==> src/sv/ms_adpcm_block_decoder_unit_macros.svh <==
// assertion macros for the ms adpcm block decoder
// expects clk and arst_n in the scope of the including module
`ifndef MS_ADPCM_BLOCK_DECODER_UNIT_MACROS_SVH
`define MS_ADPCM_BLOCK_DECODER_UNIT_MACROS_SVH

// same-cycle implication, sampled on the rising edge, off during reset
`define MSADPCM_ASSERT_IMP(label, ante, cons, msg) \
	label: assert property (@(posedge clk) disable iff (!arst_n) (ante) |-> (cons)) \
		else $error(msg);

// next-cycle implication, sampled on the rising edge, off during reset
`define MSADPCM_ASSERT_NXT(label, ante, cons, msg) \
	label: assert property (@(posedge clk) disable iff (!arst_n) (ante) |=> (cons)) \
		else $error(msg);

`endif

==> src/sv/msadpcm_pkg.sv <==
// shared types, constants and tables for the ms adpcm block decoder
// no dependencies
package msadpcm_pkg;

	// configuration port
	localparam int CFG_IDX_W  = 1;
	localparam int CFG_DATA_W = 13;
	localparam logic [CFG_IDX_W-1:0] CFG_CHANNELS    = 1'b0;
	localparam logic [CFG_IDX_W-1:0] CFG_BLOCK_BYTES = 1'b1;
	localparam int CHAN_W = 2;
	localparam int BPC_W  = 13;
	localparam logic [CHAN_W-1:0] CHAN_RESET = 2'd1;
	localparam logic [BPC_W-1:0]  BPC_RESET  = 13'd256;
	localparam int BPC_MIN     = 8;
	localparam int HDR_PER_CH  = 7;
	localparam logic [7:0] COEF_IDX_MAX = 8'd6;

	// queue between front and back
	localparam int QDEPTH = 4;
	localparam int QA_W   = $clog2(QDEPTH);

	// sample and scale limits
	localparam logic signed [15:0] SAMPLE_MIN = 16'sh8000;
	localparam logic signed [15:0] SAMPLE_MAX = 16'sh7FFF;
	localparam logic signed [31:0] SCALE_MIN  = 32'sd16;
	localparam logic signed [31:0] SCALE_MAX  = 32'sh7FFF_FFFF;
	localparam logic signed [27:0] TRUNC_BIAS = 28'sd255;

	// kind of work for the back end
	typedef enum logic [2:0] {
		OP_COEF  = 3'd0,
		OP_SCALE = 3'd1,
		OP_PREV  = 3'd2,
		OP_OLDER = 3'd3,
		OP_DATA  = 3'd4
	} op_t;

	// one queued item
	typedef struct packed {
		op_t         op;
		logic        ch;
		logic        ch2;
		logic        last;
		logic        bad;
		logic [15:0] data;
	} qent_t;

	// step adaptation table
	function automatic logic [9:0] adapt_of(input logic [3:0] nib);
		logic [9:0] v;
		unique case (nib)
			4'd0, 4'd1, 4'd2, 4'd3: v = 10'd230;
			4'd4:  v = 10'd307;
			4'd5:  v = 10'd409;
			4'd6:  v = 10'd512;
			4'd7:  v = 10'd614;
			4'd8:  v = 10'd768;
			4'd9:  v = 10'd614;
			4'd10: v = 10'd512;
			4'd11: v = 10'd409;
			4'd12: v = 10'd307;
			default: v = 10'd230;
		endcase
		return v;
	endfunction

	// first predictor coefficient
	function automatic logic signed [10:0] coef1_of(input logic [2:0] idx);
		logic signed [10:0] v;
		unique case (idx)
			3'd0: v = 11'sd256;
			3'd1: v = 11'sd512;
			3'd2: v = 11'sd0;
			3'd3: v = 11'sd192;
			3'd4: v = 11'sd240;
			3'd5: v = 11'sd460;
			3'd6: v = 11'sd392;
			default: v = 11'sd256;
		endcase
		return v;
	endfunction

	// second predictor coefficient
	function automatic logic signed [8:0] coef2_of(input logic [2:0] idx);
		logic signed [8:0] v;
		unique case (idx)
			3'd0: v = 9'sd0;
			3'd1: v = -9'sd256;
			3'd2: v = 9'sd0;
			3'd3: v = 9'sd64;
			3'd4: v = 9'sd0;
			3'd5: v = -9'sd208;
			3'd6: v = -9'sd232;
			default: v = 9'sd0;
		endcase
		return v;
	endfunction

endpackage

==> src/sv/msadpcm_front.sv <==
// front end: configuration registers, block position tracking, byte classification
// depends on msadpcm_pkg
module msadpcm_front #(
	parameter int MAX_BLOCK_BYTES = 4096,
	parameter int MAX_CHANNELS    = 2
) (
	input  logic                                  clk,
	input  logic                                  arst_n,
	input  logic                                  in_valid,
	output logic                                  in_ready,
	input  logic [7:0]                            stream_byte,
	input  logic                                  cfg_valid,
	output logic                                  cfg_ready,
	input  logic [msadpcm_pkg::CFG_IDX_W-1:0]     cfg_index,
	input  logic [msadpcm_pkg::CFG_DATA_W-1:0]    cfg_data,
	input  logic                                  q_full,
	output logic                                  push,
	output msadpcm_pkg::qent_t                    entry
);

	localparam int TOT_MAX = MAX_BLOCK_BYTES * MAX_CHANNELS;
	localparam int POS_W   = $clog2(TOT_MAX);
	localparam int TOT_W   = POS_W + 1;

	logic [msadpcm_pkg::CHAN_W-1:0] chan_q;
	logic [msadpcm_pkg::BPC_W-1:0]  bpc_q;
	logic [POS_W-1:0]               pos_q;
	logic [7:0]                     hold_q;
	logic                           bad_q;

	logic              eff_two;
	logic [31:0]       bpc_raw;
	logic [31:0]       bpc_sat;
	logic [TOT_W-1:0]  total;
	logic [TOT_W-1:0]  nch;
	logic [TOT_W-1:0]  hdr;
	logic [TOT_W-1:0]  pos_ext;
	logic [TOT_W-1:0]  q_diff;
	logic [3:0]        q4;
	logic [2:0]        f;
	logic [1:0]        grp;
	logic              hch;
	logic              last;
	logic              is_coef;
	logic              is_hdr;
	logic              bad_idx;
	logic              accept;

	assign cfg_ready = 1'b1;
	assign in_ready  = !q_full;
	assign accept    = in_valid && in_ready;

	// configuration writes
	always_ff @(posedge clk or negedge arst_n) begin
		if (!arst_n) begin
			chan_q <= msadpcm_pkg::CHAN_RESET;
			bpc_q  <= msadpcm_pkg::BPC_RESET;
		end else if (cfg_valid && cfg_ready) begin
			unique case (cfg_index)
				msadpcm_pkg::CFG_CHANNELS:    chan_q <= cfg_data[msadpcm_pkg::CHAN_W-1:0];
				msadpcm_pkg::CFG_BLOCK_BYTES: bpc_q  <= cfg_data;
			endcase
		end
	end

	// effective channel count and block length
	always_comb begin
		eff_two = (chan_q >= 2'd2) && (MAX_CHANNELS >= 2);
		bpc_raw = 32'(bpc_q);
		priority if (bpc_raw < 32'(msadpcm_pkg::BPC_MIN))
			bpc_sat = 32'(msadpcm_pkg::BPC_MIN);
		else if (bpc_raw > 32'(MAX_BLOCK_BYTES))
			bpc_sat = 32'(MAX_BLOCK_BYTES);
		else
			bpc_sat = bpc_raw;
		total = eff_two ? TOT_W'(bpc_sat << 1) : TOT_W'(bpc_sat);
		nch   = eff_two ? TOT_W'(2) : TOT_W'(1);
		hdr   = eff_two ? TOT_W'(2 * msadpcm_pkg::HDR_PER_CH)
		                : TOT_W'(msadpcm_pkg::HDR_PER_CH);
	end

	// position decode
	always_comb begin
		pos_ext = TOT_W'(pos_q);
		last    = (pos_ext + TOT_W'(1)) >= total;
		is_coef = pos_ext < nch;
		is_hdr  = pos_ext < hdr;
		q_diff  = pos_ext - nch;
		q4      = q_diff[3:0];
		f       = q4[3:1];
		grp     = eff_two ? f[2:1] : f[1:0];
		hch     = eff_two ? f[0] : 1'b0;
		bad_idx = stream_byte > msadpcm_pkg::COEF_IDX_MAX;
	end

	// build the queued item
	always_comb begin
		entry.ch2  = eff_two;
		entry.last = last;
		entry.bad  = bad_q;
		priority if (is_coef) begin
			entry.op   = msadpcm_pkg::OP_COEF;
			entry.ch   = pos_q[0];
			entry.data = bad_idx ? 16'd0 : {8'd0, stream_byte};
		end else if (is_hdr) begin
			priority if (grp == 2'd0)
				entry.op = msadpcm_pkg::OP_SCALE;
			else if (grp == 2'd1)
				entry.op = msadpcm_pkg::OP_PREV;
			else
				entry.op = msadpcm_pkg::OP_OLDER;
			entry.ch   = hch;
			entry.data = {stream_byte, hold_q};
		end else begin
			entry.op   = msadpcm_pkg::OP_DATA;
			entry.ch   = 1'b0;
			entry.data = {8'd0, stream_byte};
		end
	end

	// low halves of header words stay in the front
	assign push = accept && (is_coef || !is_hdr || q4[0]);

	// position, flag and low byte
	always_ff @(posedge clk or negedge arst_n) begin
		if (!arst_n) begin
			pos_q  <= '0;
			bad_q  <= 1'b0;
			hold_q <= '0;
		end else if (accept) begin
			pos_q <= last ? '0 : pos_q + POS_W'(1);
			bad_q <= ((pos_q == '0) ? 1'b0 : bad_q) | (is_coef && bad_idx);
			if (is_hdr && !is_coef && !q4[0])
				hold_q <= stream_byte;
		end
	end

endmodule

==> src/sv/msadpcm_queue.sv <==
// short fifo of classified items between front and back
// depends on msadpcm_pkg
module msadpcm_queue (
	input  logic                clk,
	input  logic                arst_n,
	input  logic                push,
	input  msadpcm_pkg::qent_t  push_ent,
	input  logic                pop,
	output msadpcm_pkg::qent_t  head,
	output logic                full,
	output logic                empty
);

	msadpcm_pkg::qent_t                 slot_q [msadpcm_pkg::QDEPTH];
	logic [msadpcm_pkg::QA_W-1:0]      wr_q;
	logic [msadpcm_pkg::QA_W-1:0]      rd_q;
	logic [msadpcm_pkg::QA_W:0]        cnt_q;

	assign full  = cnt_q == (msadpcm_pkg::QA_W + 1)'(msadpcm_pkg::QDEPTH);
	assign empty = cnt_q == '0;
	assign head  = slot_q[rd_q];

	// storage
	always_ff @(posedge clk) begin
		if (push)
			slot_q[wr_q] <= push_ent;
	end

	// pointers and fill count
	always_ff @(posedge clk or negedge arst_n) begin
		if (!arst_n) begin
			wr_q  <= '0;
			rd_q  <= '0;
			cnt_q <= '0;
		end else begin
			if (push)
				wr_q <= wr_q + 1'b1;
			if (pop)
				rd_q <= rd_q + 1'b1;
			unique case ({push, pop})
				2'b10:   cnt_q <= cnt_q + 1'b1;
				2'b01:   cnt_q <= cnt_q - 1'b1;
				default: cnt_q <= cnt_q;
			endcase
		end
	end

endmodule

==> src/sv/msadpcm_back.sv <==
// back end: channel state, two-stage nibble decoder, output register
// depends on msadpcm_pkg
module msadpcm_back #(
	parameter int MAX_CHANNELS = 2
) (
	input  logic                clk,
	input  logic                arst_n,
	input  msadpcm_pkg::qent_t  head,
	input  logic                empty,
	output logic                pop,
	output logic                out_valid,
	input  logic                out_ready,
	output logic signed [15:0]  pcm_sample,
	output logic                sample_channel,
	output logic                last_of_byte,
	output logic                end_of_block,
	output logic                bad_coeff_index
);

	typedef enum logic [3:0] {
		ST_IDLE   = 4'b0001,
		ST_FIN_HI = 4'b0010,
		ST_MUL_LO = 4'b0100,
		ST_FIN_LO = 4'b1000
	} st_t;

	st_t state_q;
	st_t state_d;

	// channel state
	logic signed [10:0] c1_q    [MAX_CHANNELS];
	logic signed [8:0]  c2_q    [MAX_CHANNELS];
	logic signed [31:0] scale_q [MAX_CHANNELS];
	logic signed [15:0] prev_q  [MAX_CHANNELS];
	logic signed [15:0] older_q [MAX_CHANNELS];

	// byte in progress
	logic [7:0] cur_byte_q;
	logic       cur_ch2_q;
	logic       cur_last_q;
	logic       cur_bad_q;

	// product stage
	logic signed [26:0] prod1_s1;
	logic signed [24:0] prod2_s1;
	logic signed [35:0] step_s1;
	logic signed [42:0] adapt_s1;
	logic               ch_s1;

	// output register
	logic               out_valid_q;
	logic signed [15:0] pcm_q;
	logic               chan_q;
	logic               lob_q;
	logic               eob_q;
	logic               bad_q;

	logic               head_go;
	logic               mul_go;
	logic               fin_go;
	logic               out_free;
	logic               mul_ch;
	logic [3:0]         mul_nib;
	logic signed [3:0]  sn;
	logic signed [10:0] c1_sel;
	logic signed [8:0]  c2_sel;
	logic signed [31:0] scale_sel;
	logic signed [15:0] prev_sel;
	logic signed [15:0] older_sel;
	logic signed [10:0] adapt_sgn;
	logic signed [27:0] sum;
	logic signed [27:0] sum_b;
	logic signed [19:0] quot;
	logic signed [36:0] pred;
	logic signed [15:0] pred_sat;
	logic signed [34:0] sc_sh;
	logic signed [31:0] scale_new;

	// control
	always_comb begin
		out_free = !out_valid_q || out_ready;
		head_go  = (state_q == ST_IDLE) && !empty;
		pop      = head_go;
		mul_go   = (head_go && (head.op == msadpcm_pkg::OP_DATA)) || (state_q == ST_MUL_LO);
		fin_go   = ((state_q == ST_FIN_HI) || (state_q == ST_FIN_LO)) && out_free;
		mul_ch   = (state_q == ST_MUL_LO) ? cur_ch2_q : 1'b0;
		mul_nib  = (state_q == ST_MUL_LO) ? cur_byte_q[3:0] : head.data[7:4];
	end

	// sequencer
	always_comb begin
		state_d = state_q;
		unique case (state_q)
			ST_IDLE:   if (head_go && (head.op == msadpcm_pkg::OP_DATA)) state_d = ST_FIN_HI;
			ST_FIN_HI: if (out_free) state_d = ST_MUL_LO;
			ST_MUL_LO: state_d = ST_FIN_LO;
			ST_FIN_LO: if (out_free) state_d = ST_IDLE;
			default:   state_d = ST_IDLE;
		endcase
	end

	always_ff @(posedge clk or negedge arst_n) begin
		if (!arst_n)
			state_q <= ST_IDLE;
		else
			state_q <= state_d;
	end

	// channel select for the product stage
	always_comb begin
		c1_sel    = c1_q[0];
		c2_sel    = c2_q[0];
		scale_sel = scale_q[0];
		prev_sel  = prev_q[0];
		older_sel = older_q[0];
		for (int g = 1; g < MAX_CHANNELS; g++) begin
			if (mul_ch == 1'(g)) begin
				c1_sel    = c1_q[g];
				c2_sel    = c2_q[g];
				scale_sel = scale_q[g];
				prev_sel  = prev_q[g];
				older_sel = older_q[g];
			end
		end
		sn        = signed'(mul_nib);
		adapt_sgn = signed'({1'b0, msadpcm_pkg::adapt_of(mul_nib)});
	end

	// product stage
	always_ff @(posedge clk) begin
		if (mul_go) begin
			prod1_s1 <= prev_sel * c1_sel;
			prod2_s1 <= older_sel * c2_sel;
			step_s1  <= sn * scale_sel;
			adapt_s1 <= adapt_sgn * scale_sel;
			ch_s1    <= mul_ch;
		end
	end

	// capture the data byte
	always_ff @(posedge clk) begin
		if (head_go && (head.op == msadpcm_pkg::OP_DATA)) begin
			cur_byte_q <= head.data[7:0];
			cur_ch2_q  <= head.ch2;
			cur_last_q <= head.last;
			cur_bad_q  <= head.bad;
		end
	end

	// finish stage: predictor with truncation toward zero, clamp, scale adaptation
	always_comb begin
		sum   = prod1_s1 + prod2_s1;
		sum_b = sum + (sum[27] ? msadpcm_pkg::TRUNC_BIAS : 28'sd0);
		quot  = sum_b[27:8];
		pred  = quot + step_s1;
		priority if (pred < msadpcm_pkg::SAMPLE_MIN)
			pred_sat = msadpcm_pkg::SAMPLE_MIN;
		else if (pred > msadpcm_pkg::SAMPLE_MAX)
			pred_sat = msadpcm_pkg::SAMPLE_MAX;
		else
			pred_sat = pred[15:0];
		sc_sh = adapt_s1[42:8];
		priority if (sc_sh < msadpcm_pkg::SCALE_MIN)
			scale_new = msadpcm_pkg::SCALE_MIN;
		else if (sc_sh > msadpcm_pkg::SCALE_MAX)
			scale_new = msadpcm_pkg::SCALE_MAX;
		else
			scale_new = sc_sh[31:0];
	end

	// channel state updates from header items and finished nibbles
	always_ff @(posedge clk or negedge arst_n) begin
		if (!arst_n) begin
			for (int g = 0; g < MAX_CHANNELS; g++) begin
				c1_q[g]    <= '0;
				c2_q[g]    <= '0;
				scale_q[g] <= '0;
				prev_q[g]  <= '0;
				older_q[g] <= '0;
			end
		end else begin
			for (int g = 0; g < MAX_CHANNELS; g++) begin
				if (head_go && (head.ch == 1'(g))) begin
					unique case (head.op)
						msadpcm_pkg::OP_COEF: begin
							c1_q[g] <= msadpcm_pkg::coef1_of(head.data[2:0]);
							c2_q[g] <= msadpcm_pkg::coef2_of(head.data[2:0]);
						end
						msadpcm_pkg::OP_SCALE: scale_q[g] <= 32'(signed'(head.data));
						msadpcm_pkg::OP_PREV:  prev_q[g]  <= head.data;
						msadpcm_pkg::OP_OLDER: older_q[g] <= head.data;
						default: ;
					endcase
				end
				if (fin_go && (ch_s1 == 1'(g))) begin
					older_q[g] <= prev_q[g];
					prev_q[g]  <= pred_sat;
					scale_q[g] <= scale_new;
				end
			end
		end
	end

	// output register
	always_ff @(posedge clk or negedge arst_n) begin
		if (!arst_n)
			out_valid_q <= 1'b0;
		else if (fin_go)
			out_valid_q <= 1'b1;
		else if (out_ready)
			out_valid_q <= 1'b0;
	end

	always_ff @(posedge clk) begin
		if (fin_go) begin
			pcm_q  <= pred_sat;
			chan_q <= (state_q == ST_FIN_LO) ? cur_ch2_q : 1'b0;
			lob_q  <= state_q == ST_FIN_LO;
			eob_q  <= (state_q == ST_FIN_LO) && cur_last_q;
			bad_q  <= cur_bad_q;
		end
	end

	assign out_valid       = out_valid_q;
	assign pcm_sample      = pcm_q;
	assign sample_channel  = chan_q;
	assign last_of_byte    = lob_q;
	assign end_of_block    = eob_q;
	assign bad_coeff_index = bad_q;

endmodule

==> src/sv/ms_adpcm_block_decoder_unit.sv <==
// channel | dir    | handshake            | payload
// in      | sink   | in_valid / in_ready  | stream_byte
// out     | source | out_valid / out_ready| pcm_sample, sample_channel, last_of_byte,
//         |        |                      | end_of_block, bad_coeff_index
// cfg     | sink   | cfg_valid / cfg_ready| cfg_index, cfg_data
//
// the front takes one byte per cycle while the 4-item queue has room
// a data byte occupies the back end for a product step and a finish step per nibble,
// and the next nibble reads the state the last one wrote
// header words are taken by the back end in its idle state, their low bytes never reach it;
// the first sample of a byte passes the queue, the product stage and the output register
// arst_n clears position, flag, channel state and sets mono with 256 bytes per block
// out_ready low holds the finish stage, then fills the queue and drops in_ready
//
// top level of the ms adpcm block decoder; depends on msadpcm_pkg, msadpcm_front,
// msadpcm_queue, msadpcm_back and ms_adpcm_block_decoder_unit_macros.svh
`include "ms_adpcm_block_decoder_unit_macros.svh"

module ms_adpcm_block_decoder_unit #(
	parameter int MAX_BLOCK_BYTES = 4096,
	parameter int MAX_CHANNELS    = 2
) (
	input  logic                                clk,
	input  logic                                arst_n,
	input  logic                                in_valid,
	output logic                                in_ready,
	input  logic [7:0]                          stream_byte,
	output logic                                out_valid,
	input  logic                                out_ready,
	output logic signed [15:0]                  pcm_sample,
	output logic                                sample_channel,
	output logic                                last_of_byte,
	output logic                                end_of_block,
	output logic                                bad_coeff_index,
	input  logic                                cfg_valid,
	output logic                                cfg_ready,
	input  logic [msadpcm_pkg::CFG_IDX_W-1:0]   cfg_index,
	input  logic [msadpcm_pkg::CFG_DATA_W-1:0]  cfg_data
);

	logic               q_push;
	logic               q_pop;
	logic               q_full;
	logic               q_empty;
	msadpcm_pkg::qent_t q_in;
	msadpcm_pkg::qent_t q_head;

	// classification and block position
	msadpcm_front #(
		.MAX_BLOCK_BYTES (MAX_BLOCK_BYTES),
		.MAX_CHANNELS    (MAX_CHANNELS)
	) u_front (
		.clk         (clk),
		.arst_n      (arst_n),
		.in_valid    (in_valid),
		.in_ready    (in_ready),
		.stream_byte (stream_byte),
		.cfg_valid   (cfg_valid),
		.cfg_ready   (cfg_ready),
		.cfg_index   (cfg_index),
		.cfg_data    (cfg_data),
		.q_full      (q_full),
		.push        (q_push),
		.entry       (q_in)
	);

	// item queue
	msadpcm_queue u_queue (
		.clk      (clk),
		.arst_n   (arst_n),
		.push     (q_push),
		.push_ent (q_in),
		.pop      (q_pop),
		.head     (q_head),
		.full     (q_full),
		.empty    (q_empty)
	);

	// decoder
	msadpcm_back #(
		.MAX_CHANNELS (MAX_CHANNELS)
	) u_back (
		.clk             (clk),
		.arst_n          (arst_n),
		.head            (q_head),
		.empty           (q_empty),
		.pop             (q_pop),
		.out_valid       (out_valid),
		.out_ready       (out_ready),
		.pcm_sample      (pcm_sample),
		.sample_channel  (sample_channel),
		.last_of_byte    (last_of_byte),
		.end_of_block    (end_of_block),
		.bad_coeff_index (bad_coeff_index)
	);

	// checks
	`MSADPCM_ASSERT_IMP(a_pop_nonempty, q_pop, !q_empty, "pop from empty queue")
	`MSADPCM_ASSERT_NXT(a_pop_frees, q_pop, !q_full, "queue full right after a pop")
	`MSADPCM_ASSERT_IMP(a_eob_second, out_valid && end_of_block, last_of_byte,
		"end of block on first sample of a byte")
	`MSADPCM_ASSERT_IMP(a_first_ch0, out_valid && !last_of_byte, !sample_channel,
		"first sample of a byte not on channel 0")

endmodule

==> config.mk <==
export PLATFORM = sky130hd
export DESIGN_NAME = ms_adpcm_block_decoder_unit
export DESIGN_NICKNAME = d
export VERILOG_FILES = /design/src/sv/msadpcm_pkg.sv /design/src/sv/msadpcm_front.sv /design/src/sv/msadpcm_queue.sv /design/src/sv/msadpcm_back.sv /design/src/sv/ms_adpcm_block_decoder_unit.sv
export VERILOG_INCLUDE_DIRS = /design/src /design/src/sv
export SDC_FILE = /design/constraint.sdc
export NUM_CORES = 2
export LEC_CHECK = 0
export BUFFER_PORTS_ARGS = -buffer_cell sky130_fd_sc_hd__buf_2
export CORE_MARGIN = 5
export CORE_UTILIZATION = 65
export DETAILED_ROUTE_END_ITERATION = 12
export PLACE_DENSITY_LB_ADDON = 0.25
export SLEW_MARGIN = 20
export SYNTH_ARGS = -nofsm -noshare
export SYNTH_HDL_FRONTEND = slang
export SYNTH_SLANG_ARGS = --single-unit
export TNS_END_PERCENT = 10
==> constraint.sdc <==
create_clock -name clk -period 10.27 [get_ports clk]
set_clock_uncertainty 0.05 [all_clocks]
set_input_delay 0.5135 -clock clk [delete_from_list [all_inputs] [get_ports clk]]
set_output_delay 0.5135 -clock clk [all_outputs]
set_load 0.05 [all_outputs]
### After elaboration in Yosys (flattened, before gate mapping)

Memory sizes are Yosys's and may differ from the RTL's.
Cells that the tools add are included.

| word-level totals | value |
|---|---|
| register bits after elaboration | 376 |
| latch bits | 0 |
| memory bits (writable) | 92 |
| ROM bits | 160 |
| logic and storage cells | 190 |
| memories | 2 |

| cells by class | value |
|---|---|
| $add $sub $neg | 10 |
| multipliers | 4 |
| divide/modulo/power cells | 0 |
| order comparisons | 11 |
| eq/ne operators | 21 |
| shift operators | 0 |
| muxes and demuxes | 54 |
| bitwise operators | 4 |
| reduce and logical (&&, ||, !) cells | 50 |

Memory list:

| name | depth | bits a word | rd ports | clocked after Yosys merged registers in | wr ports | RTL line | text |
|---|---|---|---|---|---|---|---|
| (name not given) | 16 | 10 | 1 | 0 | 0 | msadpcm_pkg.sv:51 | `unique case (nib)` |
| u_queue.slot_q | 4 | 23 | 1 | 0 | 1 | msadpcm_queue.sv:14 | `msadpcm_pkg::qent_t slot_q [msadpcm_pkg::QDEPTH];` |

Operator list:

| kind | count |
|---|---|
| $mux W16 | 16 |
| $mux W32 | 8 |
| $pmux W10 S6 | 1 |
| $mul A11 B32 Y43 | 1 |
| $add A20 B36 Y37 | 1 |
| $gt A37 B16 Y1 const B | 1 |
| $lt A37 B16 Y1 const B | 1 |
| $mul A4 B32 Y36 | 1 |
| $pmux W9 S4 | 1 |
| $gt A35 B32 Y1 const B | 1 |
| $lt A35 B6 Y1 const B | 1 |
| $add A27 B25 Y28 | 1 |
| $add A28 B9 Y28 | 1 |
| $mux W14 | 2 |
| $mux W4 | 7 |
| $mul A16 B11 Y27 | 1 |
| $mux W13 | 2 |
| $mul A16 B9 Y25 | 1 |
| $reduce_and A2 Y1 | 11 |
| $reduce_bool A2 Y1 | 10 |
| $mux W8 | 2 |
| $pmux W4 S4 | 1 |
| $eq A3 B3 Y1 const B | 5 |
| $add A13 B1 Y14 const B | 1 |
| other kinds (37) | 76 |

### Depth between registers and ports, before layout

| logic depth | value |
|---|---|
| word-level depth | 9 |
| gate-level depth with buffers | 36 |

### Modules after synthesis

A second synthesis with hierarchy kept.

| second synthesis, totals | value |
|---|---|
| cells, all modules | 4572 |
| area total of the unflattened synthesis | 45202.1 um2 |

By module, submodules not included:

| module | times used | cells an instance | area each (um2) | sequential area each (um2) |
|---|---|---|---|---|
| msadpcm_back | 1 | 4131 | 38744.7 | 8314.2 |
| msadpcm_queue | 1 | 158 | 3759.9 | 2937.8 |
| msadpcm_front | 1 | 283 | 2697.6 | 902.1 |

### Least setup slack after synthesis

OpenSTA, ideal clock, no wires.

| timing | value |
|---|---|
| kind | register -> register |
| start point | register u_queue.rd_q[0] (netlist name) |
| end point | register u_back.adapt_s1[35], data pin |
| data arrival time | 8.938 ns |
| setup slack | 1.022 ns |
| cell stages (with the launch flop) | 32 |
| cells stage by stage | dfrtp_1 -> buf_2 -> buf_1 -> mux4_2 -> mux2i_1 -> clkbuf_1 -> inv_1 -> ha_1 -> o22ai_1 -> clkbuf_1 -> buf_1 -> nor2_1 -> fa_1 -> inv_1 -> fa_1 -> inv_1 -> fa_1 -> fa_1 -> fa_1 -> ha_1 -> a21oi_1 -> nor3_1 -> a2111oi_0 -> o21ai_0 -> a21oi_1 -> o21ai_2 -> a2111o_1 -> a211o_1 -> a211oi_2 -> nor2_1 -> a21o_1 -> xor2_1 |

| between the ends | value |
|---|---|
| longest elaborated chain between the ends | 4 |

Ends and longest elaborated chain:

| item | RTL line | text |
|---|---|---|
| from (decl) | msadpcm_queue.sv:16 | `logic [msadpcm_pkg::QA_W-1:0] rd_q;` |
| from (signal assigned) | msadpcm_queue.sv:39 | `rd_q <= rd_q + 1'b1;` |
| $mem_v2 Z4 W23 | n/a |  |
| $mux W4 | msadpcm_back.sv:87 | `mul_nib = (state_q == ST_MUL_LO) ? cur_byte_q[3:0] : head.data[7:4];` |
| $mem_v2 Z16 W10 | n/a |  |
| $mul A11 B32 Y43 | msadpcm_back.sv:135 | `adapt_s1 <= adapt_sgn * scale_sel;` |
| to (signal assigned) | msadpcm_back.sv:135 |  |
| to (decl) | msadpcm_back.sv:47 | `logic signed [42:0] adapt_s1;` |

No other way between the ends.
A chain may end at the register's enable or synchronous reset.

### Worst setup path in the final report

| timing | value |
|---|---|
| start point | register u_back.state_q[1] |
| end point | register u_back.adapt_s1[35], data pin |

| between the ends | value |
|---|---|
| longest elaborated chain between the ends | 4 |

Ends and longest elaborated chain:

| item | RTL line | text |
|---|---|---|
| from (decl) | msadpcm_back.sv:27 | `st_t state_q;` |
| from (signal assigned) | msadpcm_back.sv:106 | `state_q <= state_d;` |
| $eq A4 B3 Y1 * | msadpcm_back.sv:86, msadpcm_back.sv:87 |  |
| $mux W4 / $mux W1 (equally long branches) | msadpcm_back.sv:87, msadpcm_back.sv:86 |  |
| $mem_v2 Z16 W10 / $mux W32 (equally long branches) | n/a |  |
| $mul A11 B32 Y43 * | msadpcm_back.sv:135 |  |

Every way passes the cells marked *; elsewhere a longest branch is shown, timed or not.

==> results_dict.tcl <==
set metrics [dict create \
    gr-usage-all-layers 0.303 \
    die-height_um 273 \
    die_area_mm2 0.0744 \
    cp-start-kind "flip-flop" \
    dp_hpwl_um 86800 \
    critPathCaptureType "flip-flop" \
    grt_pass1_vias 33500 \
    setup_tns_ps 0 \
    num_vias 32800 \
    setup_viol 0 \
    finalNetCount 5520 \
    coreArea_mm2 0.0686 \
    antenna_found_initial 1 \
    crit_fanout 27 \
    status "finished clean" \
    max_cap_viol_count 0 \
    finalWeightedCongestion 0.989 \
    max_slew_margin 0.149 \
    timing.fmax_mhz 105 \
    period_share 0.929 \
    cts_buffers 49 \
    hold_slack_ps 62.3 \
    period_needed_ps 9540 \
    slew_viol_final 0 \
    crit_slowest_cell "or4b_1" \
    drt-wirelength-per-cell_um 19.7 \
    grt_setup_unrepaired "false" \
    post_cts_resized 0 \
    clk_pin_slew_ps 60 \
    ys_types 94 \
    post-route-util 0.699 \
    synth.area.top_cells "fa_1, edfxtp_1, dfrtp_1" \
    crit_required_ps 10600 \
    clk_path_buf_depth 3 \
    cts_tree "built" \
    syn_nets 5508 \
    h-tree-depth 2 \
    grt_pass1_wl_um 180000 \
    postRouteAntennaNets 0 \
    synthCells 4596 \
    cts_root_buffer "clkbuf_16" \
    initial_utilization 0.655 \
    ys.warnings.count 0 \
    hold_path_class "in2reg" \
    layout_commonest_cell "inv_1" \
    routed_wl_um 110000 \
    syn_avg_cell_area_um2 9.77 \
    drc 0 \
    synth_top_flop_cell "edfxtp_1" \
    hold_viol 0 \
    clkLatencyLatePin_ps 630 \
    synth_top_area_cell "fa_1" \
    final_cell_mix "inv_1, nor2_1, fa_1" \
    die_x_um 273 \
    async_flop_share 0.457 \
    synth_top_area_share 0.220 \
    grt_overflow 0 \
    synth_area_mm2 0.0449 \
    drive_gt1_frac 0.0910 \
    cpPeakStageDelay_ps 890 \
    cts_setup_buffers 0 \
    cts_sinks 438 \
    multiInputGateArea_mm2 0.0295 \
    cp_common_cell "fa_1" \
    synth_edf_count 238 \
    worstPathArrival_ps 9870 \
    tightest_slew_ps 1240 \
    path_class "reg2reg" \
    register_area_mm2 0.0122 \
    io_buffers 48 \
    vias_per_cell 5.88 \
    grt_start_max_net_pins 105 \
    synth-seq-cells 438 \
    ios 50 \
    drtIter0Drc 2637 \
    ys_seq_area_frac 0.271 \
    row_count 96 \
    first_pass_iters 6 \
    fill_cells 5251 \
    area_delta_synth_final_pct 6.81 \
]
## cell families after synthesis
| kind of cell | after synthesis | synth area share |
|---|---|---|
| other | 1 | 0.0000835 |
| muxes | 268 | 0.0702 |
| and+or+nand+nor | 1213 | 0.118 |
| buffers and inverters | 897 | 0.0756 |
| DFF | 438 | 0.271 |
| AOI/OAI and AO/OA | 704 | 0.0996 |
| xor gates and xnor gates | 190 | 0.0371 |
| adders and majority gates | 885 | 0.329 |
## metrics by stage
step           cells  setup slack, ps  area (µm²)
4_1_cts         5580              850       47900
3_3_place_gp    5487             1060       46300
3_5_place_dp    5487              863       46300
2_1_floorplan   4596             1020       44900
6_report        5581              732       48000
5_1_grt         5580              246       48000
## synthesized netlist by cell type (all sizes together) (23+ instances only)
| cell type | instances |
|---|---|
| edfxtp | 238 |
| nand3 | 52 |
| nand2 | 386 |
| mux2i | 114 |
| o21bai | 23 |
| o21a | 30 |
| nor3 | 36 |
| a211oi | 47 |
| inv | 739 |
| fa | 494 |
| mux4 | 23 |
| and2 | 31 |
| xor2 | 58 |
| o21ai | 192 |
| a21o | 78 |
| dfrtp | 198 |
| nor2 | 524 |
| xnor2 | 132 |
| a21oi | 198 |
| and3 | 37 |
| clkbuf | 134 |
| or2 | 30 |
| mux2 | 131 |
| ha | 391 |
| nor2b | 24 |
## sequential cells by signal (all words and copies together) (netlist names), 2 cells and up
signal,cells
u_queue.slot_q,92
u_back.scale_q,64
u_back.step_s1,36
u_back.adapt_s1,35
u_back.older_q,32
u_back.prev_q,32
u_back.prod1_s1,25
u_back.prod2_s1,22
u_back.pcm_sample,16
u_back.c1_q,14
u_front.bpc_q,13
u_front.pos_q,13
u_back.c2_q,10
u_front.hold_q,8
u_back.cur_byte_q,4
u_back.state_q,4
u_queue.cnt_q,3
u_queue.rd_q,2
u_queue.wr_q,2
## cell type report
| cell class | instances | area share |
|---|---|---|
| timing repair buffer | 117 | 0.0165 |
| clock buffer | 64 | 0.0280 |
| inverter | 741 | 0.0581 |
| clock inverter | 28 | 0.00522 |
| sequential | 438 | 0.253 |
| tap | 931 | 0.0243 |
| multi-input combinational | 3261 | 0.614 |
| antenna | 1 | 0.0000522 |
## path summary, 6_finish.rpt
path | from | to | slack [ps] | cells past startpoint
worst max-delay path | u_back.state_q[1] | u_back.adapt_s1[35] | 730 | 29
worst min-delay path | cfg_data[7] | u_front.bpc_q[7] | 60 | 2
worst max register to register | u_back.state_q[1] | u_back.adapt_s1[35] | 730 | 29
worst min register to register | u_back.c1_q[13] | u_back.c1_q[13] | 430 | 2
max in group asynchronous | arst_n | u_back.scale_q[19] | 8490 | 3
min in group asynchronous | arst_n | u_front.pos_q[11] | 370 | 2
## critical path: cells and delay by family (launching register included)
family,cells,cell delay [ps]
and+or+nand+nor,6,1570
adders and majority gates,7,3190
AOI/OAI and AO/OA,10,3140
DFF,1,470
buffers and inverters,5,690
xor gates and xnor gates,1,140
## routing by layer
| layer | track usage | vias to the layer above | wire [µm] |
|---|---|---|---|
| li1 | - | 15200 | - |
| met3 | 0.0761 | 192 | 10200 |
| met5 | 0 | - | 0 |
| met1 | 0.428 | 16100 | 46800 |
| met4 | 0.0735 | 0 | 2900 |
| met2 | 0.477 | 1309 | 50200 |
## what timing repair did
| action | CTS | global route |
|---|---|---|
| hold buffers | 1 | 0 |
| endpoints found under the hold margin | 55 | 0 |
| endpoints found under the setup margin | 0 | 0 |
Power is left out: the tool's default activity adds up to more than one toggle a clock period on the data nets, which glitch-free logic cannot reach.
